--- config.mk ---
export PLATFORM = sky130hd
export DESIGN_NAME = rangefinder_frame_parser_unit
export DESIGN_NICKNAME = d
export VERILOG_FILES = /design/src/design/rfp_pkg.sv /design/src/design/rfp_frame_check.sv /design/src/design/rfp_cm_divider.sv /design/src/design/rangefinder_frame_parser_unit.sv
export SDC_FILE = /design/constraint.sdc
export NUM_CORES = 1
export LEC_CHECK = 0
export ABC_AREA = 0
export ABC_CLOCK_PERIOD_IN_PS = 8800
export BUFFER_PORTS_ARGS = -buffer_cell sky130_fd_sc_hd__clkbuf_2
export CORE_ASPECT_RATIO = 1.5
export CORE_MARGIN = 10
export CORE_UTILIZATION = 28
export CTS_BUF_LIST = sky130_fd_sc_hd__clkbuf_8 sky130_fd_sc_hd__clkbuf_16
export CTS_CLUSTER_DIAMETER = 30
export DETAILED_ROUTE_END_ITERATION = 6
export PLACE_DENSITY = 0.44
export SETUP_SLACK_MARGIN = 0.02
export SYNTH_ARGS = -nofsm -noshare
export SYNTH_HDL_FRONTEND = slang
export SYNTH_SLANG_ARGS = --single-unit
--- constraint.sdc ---
create_clock -name clk -period 8.8 [get_ports clk]
set_clock_uncertainty 0.1 [all_clocks]
set_input_delay 0.88 -clock clk [delete_from_list [all_inputs] [get_ports clk]]
set_output_delay 0.88 -clock clk [all_outputs]
set_load 0.05 [all_outputs]
--- src/design/rfp_pkg.sv ---
// Shared types and constants for the rangefinder frame parser.
package rfp_pkg;

    // Frame layout
    localparam int unsigned FRAME_BYTES = 8;
    localparam int unsigned POS_W       = $clog2(FRAME_BYTES);

    localparam logic [POS_W-1:0] POS_HEADER_FIRST  = POS_W'(0);
    localparam logic [POS_W-1:0] POS_HEADER_SECOND = POS_W'(1);
    localparam logic [POS_W-1:0] POS_CODE          = POS_W'(2);
    localparam logic [POS_W-1:0] POS_CHECKSUM      = POS_W'(FRAME_BYTES - 1);

    localparam logic [7:0] HEADER_FIRST  = 8'hB4;
    localparam logic [7:0] HEADER_SECOND = 8'h69;
    localparam int unsigned ERROR_BIT    = 7;

    // Field widths
    localparam int unsigned DIST_W  = 32;
    localparam int unsigned WHOLE_W = 26;
    localparam int unsigned HUND_W  = 7;

    // Divide by 100: q = (d * DIV100_MUL) >> DIV100_SHIFT, exact for any 32-bit d
    localparam logic [DIST_W-1:0] DIV100_MUL   = 32'h51EB_851F;
    localparam int unsigned       DIV100_SHIFT = 37;
    localparam logic [DIST_W-1:0] CM_DIVISOR   = 32'd100;

    typedef enum logic [2:0] {
        STATUS_OK         = 3'd0,
        STATUS_HDR1_BAD   = 3'd1,
        STATUS_HDR2_BAD   = 3'd2,
        STATUS_CSUM_BAD   = 3'd3,
        STATUS_MODULE_ERR = 3'd4
    } status_t;

    // Verdict of one frame, with the held values it reports
    typedef struct packed {
        status_t           status;
        logic [7:0]        code;
        logic              module_error;
        logic [DIST_W-1:0] distance;
    } verdict_t;

endpackage

--- src/design/rfp_frame_check.sv ---
// Byte framing, header and XOR checks, held result values and verdict register.
module rfp_frame_check
(
    input  logic              clk,
    input  logic              rst_n,
    input  logic              byte_valid,
    output logic              byte_ready,
    input  logic [7:0]        rx_byte,
    output logic              verdict_valid,
    input  logic              verdict_ready,
    output rfp_pkg::verdict_t verdict
);

    logic [rfp_pkg::POS_W-1:0]  pos_reg, pos_next;
    logic [7:0]                 xor_reg, xor_next;
    logic                       h1_bad_reg, h1_bad_next;
    logic                       h2_bad_reg, h2_bad_next;
    logic [7:0]                 code_reg, code_next;
    logic [rfp_pkg::DIST_W-1:0] shift_reg, shift_next;
    logic [rfp_pkg::DIST_W-1:0] held_distance_reg, held_distance_next;
    logic [7:0]                 held_code_reg, held_code_next;
    logic                       held_err_reg, held_err_next;
    logic                       v_valid_reg, v_valid_next;
    rfp_pkg::verdict_t          v_item_reg, v_item_next;
    rfp_pkg::status_t           status;
    logic                       accept;
    logic                       frame_end;

    // Take a byte whenever the verdict slot is free or drains this cycle
    assign byte_ready = !v_valid_reg || verdict_ready;
    assign accept     = byte_valid && byte_ready;
    assign frame_end  = accept && (pos_reg == rfp_pkg::POS_CHECKSUM);

    // Checks in priority order at the checksum byte
    always_comb
    begin
        if (h1_bad_reg)
            status = rfp_pkg::STATUS_HDR1_BAD;
        else if (h2_bad_reg)
            status = rfp_pkg::STATUS_HDR2_BAD;
        else if (xor_reg != rx_byte)
            status = rfp_pkg::STATUS_CSUM_BAD;
        else if (code_reg[rfp_pkg::ERROR_BIT])
            status = rfp_pkg::STATUS_MODULE_ERR;
        else
            status = rfp_pkg::STATUS_OK;
    end

    // Advance frame state on each accepted byte
    always_comb
    begin
        pos_next           = pos_reg;
        xor_next           = xor_reg;
        h1_bad_next        = h1_bad_reg;
        h2_bad_next        = h2_bad_reg;
        code_next          = code_reg;
        shift_next         = shift_reg;
        held_distance_next = held_distance_reg;
        held_code_next     = held_code_reg;
        held_err_next      = held_err_reg;
        if (accept)
        begin
            pos_next = pos_reg + 1'b1;
            if (pos_reg == rfp_pkg::POS_HEADER_FIRST)
            begin
                xor_next    = rx_byte;
                h1_bad_next = (rx_byte != rfp_pkg::HEADER_FIRST);
            end
            else if (pos_reg == rfp_pkg::POS_CHECKSUM)
            begin
                if (status == rfp_pkg::STATUS_OK)
                begin
                    held_code_next     = code_reg;
                    held_err_next      = 1'b0;
                    held_distance_next = shift_reg;
                end
                else if (status == rfp_pkg::STATUS_MODULE_ERR)
                begin
                    held_code_next = code_reg;
                    held_err_next  = 1'b1;
                end
            end
            else
            begin
                xor_next = xor_reg ^ rx_byte;
                if (pos_reg == rfp_pkg::POS_HEADER_SECOND)
                    h2_bad_next = (rx_byte != rfp_pkg::HEADER_SECOND);
                else if (pos_reg == rfp_pkg::POS_CODE)
                    code_next = rx_byte;
                else
                    shift_next = {shift_reg[rfp_pkg::DIST_W-9:0], rx_byte};
            end
        end
    end

    // Load the verdict slot at frame end, empty it when taken
    always_comb
    begin
        v_valid_next = v_valid_reg;
        v_item_next  = v_item_reg;
        if (verdict_ready)
            v_valid_next = 1'b0;
        if (frame_end)
        begin
            v_valid_next              = 1'b1;
            v_item_next.status        = status;
            v_item_next.code          = held_code_next;
            v_item_next.module_error  = held_err_next;
            v_item_next.distance      = held_distance_next;
        end
    end

    always_ff @(posedge clk or negedge rst_n)
    begin
        if (!rst_n)
        begin
            pos_reg           <= '0;
            xor_reg           <= '0;
            h1_bad_reg        <= 1'b0;
            h2_bad_reg        <= 1'b0;
            code_reg          <= '0;
            shift_reg         <= '0;
            held_distance_reg <= '0;
            held_code_reg     <= '0;
            held_err_reg      <= 1'b0;
            v_valid_reg       <= 1'b0;
        end
        else
        begin
            pos_reg           <= pos_next;
            xor_reg           <= xor_next;
            h1_bad_reg        <= h1_bad_next;
            h2_bad_reg        <= h2_bad_next;
            code_reg          <= code_next;
            shift_reg         <= shift_next;
            held_distance_reg <= held_distance_next;
            held_code_reg     <= held_code_next;
            held_err_reg      <= held_err_next;
            v_valid_reg       <= v_valid_next;
        end
    end

    // Verdict payload
    always_ff @(posedge clk)
    begin
        v_item_reg <= v_item_next;
    end

    assign verdict_valid = v_valid_reg;
    assign verdict       = v_item_reg;

`ifndef SYNTHESIS
    a_verdict_at_frame_end: assert property (@(posedge clk) disable iff (!rst_n)
        $rose(v_valid_reg) |-> pos_reg == rfp_pkg::POS_HEADER_FIRST)
        else $error("verdict raised away from frame end");

    a_distance_only_on_ok: assert property (@(posedge clk) disable iff (!rst_n)
        !$stable(held_distance_reg) |->
            v_valid_reg && v_item_reg.status == rfp_pkg::STATUS_OK)
        else $error("held distance changed without a good frame");
`endif

endmodule

--- src/design/rfp_cm_divider.sv ---
// Two-stage divide by 100 of the held distance, ending in the result register.
module rfp_cm_divider
(
    input  logic                        clk,
    input  logic                        rst_n,
    input  logic                        in_valid,
    output logic                        in_ready,
    input  rfp_pkg::verdict_t           in_item,
    output logic                        out_valid,
    input  logic                        out_ready,
    output rfp_pkg::verdict_t           out_item,
    output logic [rfp_pkg::WHOLE_W-1:0] out_whole,
    output logic [rfp_pkg::HUND_W-1:0]  out_hundredths
);

    logic                          a_valid_reg;
    rfp_pkg::verdict_t             a_item_reg;
    logic [2*rfp_pkg::DIST_W-1:0]  a_prod_reg, a_prod_next;
    logic                          b_valid_reg;
    rfp_pkg::verdict_t             b_item_reg;
    logic [rfp_pkg::WHOLE_W-1:0]   b_whole_reg, b_whole_next;
    logic [rfp_pkg::HUND_W-1:0]    b_hund_reg, b_hund_next;
    logic [rfp_pkg::DIST_W-1:0]    rem_full;
    logic                          a_ready;
    logic                          b_ready;

    // Pipeline flow: a stage loads when its own slot is empty or is passed on downstream
    assign b_ready  = !b_valid_reg || out_ready;
    assign a_ready  = !a_valid_reg || b_ready;
    assign in_ready = a_ready;

    // Stage A: reciprocal multiply
    assign a_prod_next = {{rfp_pkg::DIST_W{1'b0}}, in_item.distance}
                       * {{rfp_pkg::DIST_W{1'b0}}, rfp_pkg::DIV100_MUL};

    // Stage B: quotient from the product, remainder by back-multiply
    assign b_whole_next = a_prod_reg[rfp_pkg::DIV100_SHIFT+rfp_pkg::WHOLE_W-1:
                                     rfp_pkg::DIV100_SHIFT];
    assign rem_full     = a_item_reg.distance
                        - ({{(rfp_pkg::DIST_W-rfp_pkg::WHOLE_W){1'b0}}, b_whole_next}
                           * rfp_pkg::CM_DIVISOR);
    assign b_hund_next  = rem_full[rfp_pkg::HUND_W-1:0];

    always_ff @(posedge clk or negedge rst_n)
    begin
        if (!rst_n)
        begin
            a_valid_reg <= 1'b0;
            b_valid_reg <= 1'b0;
        end
        else
        begin
            if (a_ready)
                a_valid_reg <= in_valid;
            if (b_ready)
                b_valid_reg <= a_valid_reg;
        end
    end

    // Payload: hold while stalled
    always_ff @(posedge clk)
    begin
        if (a_ready && in_valid)
        begin
            a_item_reg <= in_item;
            a_prod_reg <= a_prod_next;
        end
        if (b_ready && a_valid_reg)
        begin
            b_item_reg  <= a_item_reg;
            b_whole_reg <= b_whole_next;
            b_hund_reg  <= b_hund_next;
        end
    end

    assign out_valid      = b_valid_reg;
    assign out_item       = b_item_reg;
    assign out_whole      = b_whole_reg;
    assign out_hundredths = b_hund_reg;

`ifndef SYNTHESIS
    a_rem_in_range: assert property (@(posedge clk) disable iff (!rst_n)
        b_valid_reg |-> b_hund_reg < 7'd100)
        else $error("remainder out of range");

    a_div_exact: assert property (@(posedge clk) disable iff (!rst_n)
        b_valid_reg |->
            ({{(rfp_pkg::DIST_W-rfp_pkg::WHOLE_W){1'b0}}, b_whole_reg} * rfp_pkg::CM_DIVISOR
             + {{(rfp_pkg::DIST_W-rfp_pkg::HUND_W){1'b0}}, b_hund_reg})
            == b_item_reg.distance)
        else $error("quotient and remainder do not rebuild the distance");

    a_stage_a_holds: assert property (@(posedge clk) disable iff (!rst_n)
        a_valid_reg && !b_ready |=> a_valid_reg && $stable(a_prod_reg))
        else $error("product lost while stalled");
`endif

endmodule

--- src/design/rangefinder_frame_parser_unit.sv ---
// Top level of the rangefinder frame parser: stream ports and result packing.
//
// Channel  Dir  Bits  Contents
// s_*      in   8     rx_byte, one received serial byte
// m_*      out  80    frame_status, function_code, module_error, distance_raw,
//                     distance_cm_whole, distance_cm_hundredths (zero padded)
//
// One byte is taken each cycle while s_tready is high; every eighth byte yields one result.
// A result leaves the output register once its checksum byte is taken and it has passed the
// verdict register, multiply register, then quotient and remainder register.
// Reset clears the byte position, the frame checks and the held values to zero.
// A stall on m_tready fills the three result stages, then drops s_tready.
module rangefinder_frame_parser_unit
(
    input  logic        clk,
    input  logic        rst_n,
    input  logic        s_tvalid,
    output logic        s_tready,
    input  logic [7:0]  s_tdata,    // [7:0] rx_byte
    output logic        m_tvalid,
    input  logic        m_tready,
    output logic [79:0] m_tdata     // [2:0] frame_status, [10:3] function_code,
                                    // [11] module_error, [43:12] distance_raw,
                                    // [69:44] distance_cm_whole,
                                    // [76:70] distance_cm_hundredths, [79:77] zero
);

    logic                        v_valid;
    logic                        v_ready;
    rfp_pkg::verdict_t           v_item;
    rfp_pkg::verdict_t           r_item;
    logic [rfp_pkg::WHOLE_W-1:0] r_whole;
    logic [rfp_pkg::HUND_W-1:0]  r_hund;

    // Framing and checks
    rfp_frame_check u_check
    (
        .clk           (clk),
        .rst_n         (rst_n),
        .byte_valid    (s_tvalid),
        .byte_ready    (s_tready),
        .rx_byte       (s_tdata),
        .verdict_valid (v_valid),
        .verdict_ready (v_ready),
        .verdict       (v_item)
    );

    // Centimeter split
    rfp_cm_divider u_div
    (
        .clk            (clk),
        .rst_n          (rst_n),
        .in_valid       (v_valid),
        .in_ready       (v_ready),
        .in_item        (v_item),
        .out_valid      (m_tvalid),
        .out_ready      (m_tready),
        .out_item       (r_item),
        .out_whole      (r_whole),
        .out_hundredths (r_hund)
    );

    // Pack result fields, lowest field first
    assign m_tdata = {3'b000, r_hund, r_whole, r_item.distance, r_item.module_error,
                      r_item.code, r_item.status};

endmodule

* Yosys cells after proc, flatten, opt, wreduce, memory -nomap -nowiden
Cells that the tools add are included.
** Cells by class
- $add $sub $neg :: 2
- $mul :: 2
- Eq/ne operators :: 8
- Multiplexer cells :: 22
- Bitwise operators :: 5
- Reduce and logical (&&, ||, !) cells :: 18
** Operators by type and width (count)
- $mux 32 :: 4
- $mul 32x31->63 const B :: 1
- $mux 8 :: 7
- $mul 26x5->5 const B :: 1
- $mux 3 :: 4
- $reduce_and 5->1 :: 2
- $ne 8x7->1 const B :: 1
- $ne 8x8->1 :: 1
- $ne 8x8->1 const B :: 1
- $xor 8x8->8 :: 1
- $mux 1 :: 7
- $sub 7x7->7 :: 1
- $eq 3x3->1 const B :: 2
- $logic_not 3->1 :: 2
- $logic_and 1x1->1 :: 4
- $not 1->1 :: 4
- $reduce_and 2->1 :: 2
- $reduce_and 4->1 :: 1
- $add 3x1->3 const B :: 1
- $eq 3x1->1 const B :: 1
- $eq 3x2->1 const B :: 1
- $logic_not 1->1 :: 3
- $logic_or 1x1->1 :: 3
- $ne 2x1->1 const B :: 1
- $reduce_bool 2->1 :: 1
** Storage, ports and cells
- Bits in registers :: 325
- Input bits :: 12
- Output and inout port bits :: 82
- Word-level logic and storage cells :: 84

* Depth between registers and ports, before layout
- Depth after elaboration :: 10
- Mapped depth :: 24

* Hierarchy
Synthesis repeated with hierarchy kept, for this count alone.
** Second synthesis, totals
- Cell total of the unflattened synthesis :: 2211
- Area, all modules :: 27017.2 sq um
** By module, submodules not included
- rfp_cm_divider :: instances 1, cells an instance 1902, area each 21665.8 sq um, seq. area each 4404.2 sq um
- rfp_frame_check :: instances 1, cells an instance 305, area each 5325.1 sq um, seq. area each 3698.5 sq um
- rangefinder_frame_parser_unit :: instances 1, cells an instance 4, area each 26.3 sq um, seq. area each 0.0 sq um

* Worst setup path before layout
Ideal clock, no wire load.
- Path kind :: register to register
- Start :: reg u_check.v_item_reg, in the netlist u_check.verdict[16]
- End :: reg u_div.a_prod_reg[50] in the netlist's numbering, data pin
- Arrival :: 6.258 ns
- Path slack :: 2.177 ns
- Cell stages (with the launch flop) :: 20
- Buffers on the path :: 0
- Cells stage by stage :: edfxtp_1 ha_1 inv_1 fa_1 inv_1 fa_1 fa_1 fa_1 fa_1 fa_1 inv_1 fa_1 inv_1 ha_1 nand4_1 or2_1 or4_1 o22ai_2 a2111oi_0 nand3b_1
** On the way
- Cells in the longest elaborated chain, start to end :: 1
** Ends and longest elaborated chain
- start: declaration :: line rfp_frame_check.sv:24 : rfp_pkg::verdict_t v_item_reg, v_item_next;
- start signal: assignment :: line rfp_frame_check.sv:146 : v_item_reg <= v_item_next;
- $mul 32x31->63 :: line rfp_cm_divider.sv:34 : * {{rfp_pkg::DIST_W{1'b0}}, rfp_pkg::DIV100_MUL};
- net u_div.a_prod_next (one bit) :: line rfp_cm_divider.sv:18 : logic [2*rfp_pkg::DIST_W-1:0] a_prod_reg, a_prod_next;
- end signal: assignment :: line rfp_cm_divider.sv:66 : a_prod_reg <= a_prod_next;
- end: declaration :: line rfp_cm_divider.sv:18
The timed path passes the listed nets, and every way through them passes these cells.
A chain may end at the register's enable or synchronous reset.

* Worst setup path in the final report
- Start :: reg u_check.v_item_reg, in the netlist u_check.verdict[6]
- End :: reg u_div.a_prod_reg[43] in the netlist's numbering, data pin
Same word-level chain as after synthesis.

==> impl_metrics.sql <==
INSERT INTO impl_metrics (metric_group, metric, value, unit) VALUES
('synth', 'synth.distinct_cells', '69', ''),
('floorplanning', 'die_width', '271', 'µm'),
('worst_setup_path', 'cp_max_fo', '9', ''),
('worst_hold_path', 'hold_removal_path_class', 'in -> async', ''),
('timing', 'slew_violations', '0', ''),
('cts', 'tritoncts', 'yes', ''),
('global_routing', 'global_route.usage.total', '14.8', '%'),
('timing', 'fin_crit_sh', '88.8', '%'),
('global_routing', 'antenna_found_initial', '0', ''),
('cts', 'worstSkewPairLatency', '0.60', 'ns'),
('synth', 'synth_edf_count', '189', ''),
('cts', 'clock_net_sink_count', '286', ''),
('cts', 'cts.htree.levels', '2', ''),
('finish', 'layout.nets', '3114', ''),
('cts', 'post-cts-setup-buffer-count', '0', ''),
('routing', 'drt_first_iter_violations', '720', ''),
('worst_setup_path', 'endpoint_kind', 'flip-flop', ''),
('worst_setup_path', 'crit_path_top_delay_cell', 'sky130_fd_sc_hd__edfxtp_1', ''),
('routing', 'routed_wire_length_per_instance', '21.6', 'µm'),
('worst_setup_path', 'critical_path_class', 'reg -> reg', ''),
('place', 'gp_routability_congestion', '0.897', ''),
('worst_setup_path', 'critPathCapture', 'u_div.a_prod_reg[43]', ''),
('outcome', 'run_status', 'complete, no violations', ''),
('worst_setup_path', 'cp_slowest_stage_delay', '0.87', 'ns'),
('timing', 'post-route-min-period', '7.81', 'ns'),
('synth', 'synth_top_flop_cell', 'sky130_fd_sc_hd__edfxtp_1', ''),
('routing', 'drc_errors', '0', ''),
('cts', 'postCtsHoldBufs', '0', ''),
('cts', 'tritoncts.num_buffers', '53', ''),
('synth', 'synth.area.top_cells', 'sky130_fd_sc_hd__fa_1, sky130_fd_sc_hd__edfxtp_1, sky130_fd_sc_hd__ha_1', ''),
('synth', 'postSynthAreaPerCell', '12.2', 'µm²'),
('timing', 'max_freq', '128', 'MHz'),
('floorplanning', 'fp_rows', '138', ''),
('floorplanning', 'boundaryPins', '94', ''),
('floorplanning', 'initial_core_util', '28.2', '%'),
('synth', 'yosys_register_bits', '286', ''),
('worst_setup_path', 'cp.depth', '24', ''),
('place', 'buffer_ports.inserted', '90', ''),
('job', 'max_cap_viol_count', '0', ''),
('floorplanning', 'die_area', '108000', 'µm²'),
('routing', 'routed_wirelength', '78200', 'µm'),
('timing', 'worst_slew_margin_rel', '34.8', '%'),
('finish', 'mostFrequentLayoutCell', 'sky130_fd_sc_hd__inv_1', ''),
('timing', 'setup_violations', '0', ''),
('timing', 'timing.final.hold_violations', '0', ''),
('synth', 'postSynthCellCount', '2167', ''),
('timing', 'rsz_0062_raised_after_global_routing', 'no', ''),
('cts', 'clock-root-buffer', 'sky130_fd_sc_hd__clkbuf_16', ''),
('finish', 'share_of_cells_above_drive_strength_1', '11.3', '%'),
('global_routing', 'largest_net_degree_at_the_start_of_global_routing', '78', ''),
('worst_setup_path', 'timing.critical_path.mode_cell', 'sky130_fd_sc_hd__fa_1', ''),
('synth', 'seq_area_frac_synth', '30.5', '%'),
('finish', 'layout_common_cells', 'sky130_fd_sc_hd__inv_1, sky130_fd_sc_hd__ha_1, sky130_fd_sc_hd__fa_1', ''),
('worst_setup_path', 'worst_path_cell_trace', 'inv_1 -> fa_1 -> inv_1 -> ha_1 -> fa_1 -> inv_1 -> fa_1 -> inv_1 -> fa_1 -> fa_1 -> fa_1 -> inv_1 -> fa_1 -> inv_1 -> ha_1 -> a21o_1 -> a21o_1 -> a21oi_1 -> o21ai_0 -> a31oi_1 -> o21ai_1 -> a221o_1 -> a21oi_1 -> xnor2_1', ''),
('worst_setup_path', 'worstRegToRegCells', '24', ''),
('global_routing', 'grt.overflow.total', '0', ''),
('cts', 'cts_resized', '0', ''),
('place', 'hpwlAfterDp', '66700', 'µm'),
('floorplanning', 'floorplan.core_area', '94300', 'µm²'),
('synth', 'yosys.area.top_type_share', '29.4', '%'),
('worst_setup_path', 'cp-start-kind', 'flip-flop', ''),
('floorplanning', 'die-height', '397', 'µm'),
('worst_setup_path', 'cpLargestDelayFamily', 'adder cells', ''),
('synth', 'synthesis.area', '26500', 'µm²'),
('worst_setup_path', 'critical_path.reg2reg.startpoint', 'u_check.verdict[6]', ''),
('worst_setup_path', 'required', '9.05', 'ns'),
('routing', 'vias_per_cell', '4.31', ''),
('cts', 'cts.clk_slew.worst_paths', '0.06', 'ns'),
('global_routing', 'wire_length_of_the_first_global_routing_pass', '119000', 'µm'),
('cts', 'clock_path_buffers', '3', ''),
('global_routing', 'number_of_global_route_vias_before_repair', '18224', '');
[synthesized netlist by cell type (all sizes together), types with 2 or more instances]
cell type    n
o31ai        3
ha         403
a211oi       3
a31oi        6
nand2b       6
edfxtp     189
a21oi       52
nand4        6
xor2        17
xnor2       25
clkbuf      11
nand2       61
inv        626
or2          2
o21a         4
mux2        81
a21o        28
and2         6
buf         11
nor4         5
o21bai       5
a221o        2
nor2        29
nor3         9
fa         390
and4         4
and3         3
o22ai        2
nor2b        5
nand3b       9
o21ai       27
and4b        2
nand3       17
dfrtp       97
nor4bb       2
[metrics by stage]
step           cell area (µm²)  instances  setup WS, ns  utilization [%]
5_1_grt                  30400       3613         0.672             32.2
6_report                 30400       3613         0.987             32.2
3_5_place_dp             28600       3514         0.944             30.3
3_3_place_gp             28600       3514         0.932             30.3
2_1_floorplan            26500       2169          2.18                -
4_1_cts                  30400       3613         0.899             32.2
[final cells by class]
| type | instances | area (µm²) |
|---|---|---|
| Clock buffer | 54 | 1350 |
| Clock inverter | 45 | 460 |
| Fill cell | 9590 | 63900 |
| Inverter | 626 | 2350 |
| Multi-Input combinational cell | 1235 | 16000 |
| Sequential cell | 286 | 8100 |
| Tap cell | 1260 | 1580 |
| Timing Repair Buffer | 107 | 581 |
[worst min-delay path by stage]
stage	to	slack (ns)	depth (start not counted)	from
6_report	u_check.verdict_valid	0.05	1	rst_n
5_1_grt	u_div.a_valid_reg	0.06	1	rst_n
4_1_cts	u_check.verdict_valid	0.03	1	rst_n
3_5_place_dp	u_div.a_item_reg[43]	0.30	0	u_check.verdict[43]
3_3_place_gp	u_div.out_item[41]	0.30	0	u_div.a_item_reg[41]
2_1_floorplan	u_div.a_item_reg[32]	0.30	0	u_check.verdict[32]
[per-layer routing]
layer / vias up / wire length [µm] / GRT usage [%]
met1: 8023 / 28700 / 15.7
li1: 7171 / - / -
met5: - / 0 / 0
met4: 0 / 3910 / 6.93
met2: 239 / 44000 / 28.9
met3: 134 / 1510 / 1.46
[logic make-up (layout without fill, tap and decap cells)]
group	after synthesis	after routing	synth area share (%)
flip-flops	286	286	30.5
AND/OR/NAND/NOR	171	171	3.31
other	1	3	0.0141
XOR/XNOR	42	42	1.39
buffers and inverters	648	832	9.38
AO/OA/AOI/OAI	144	144	3.48
adder cells (fa/ha/maj)	793	793	48.4
multiplexers	82	82	3.47
Power is left out: the tool's default activity adds up to more than one toggle a clock period on the data nets, which glitch-free logic cannot reach.
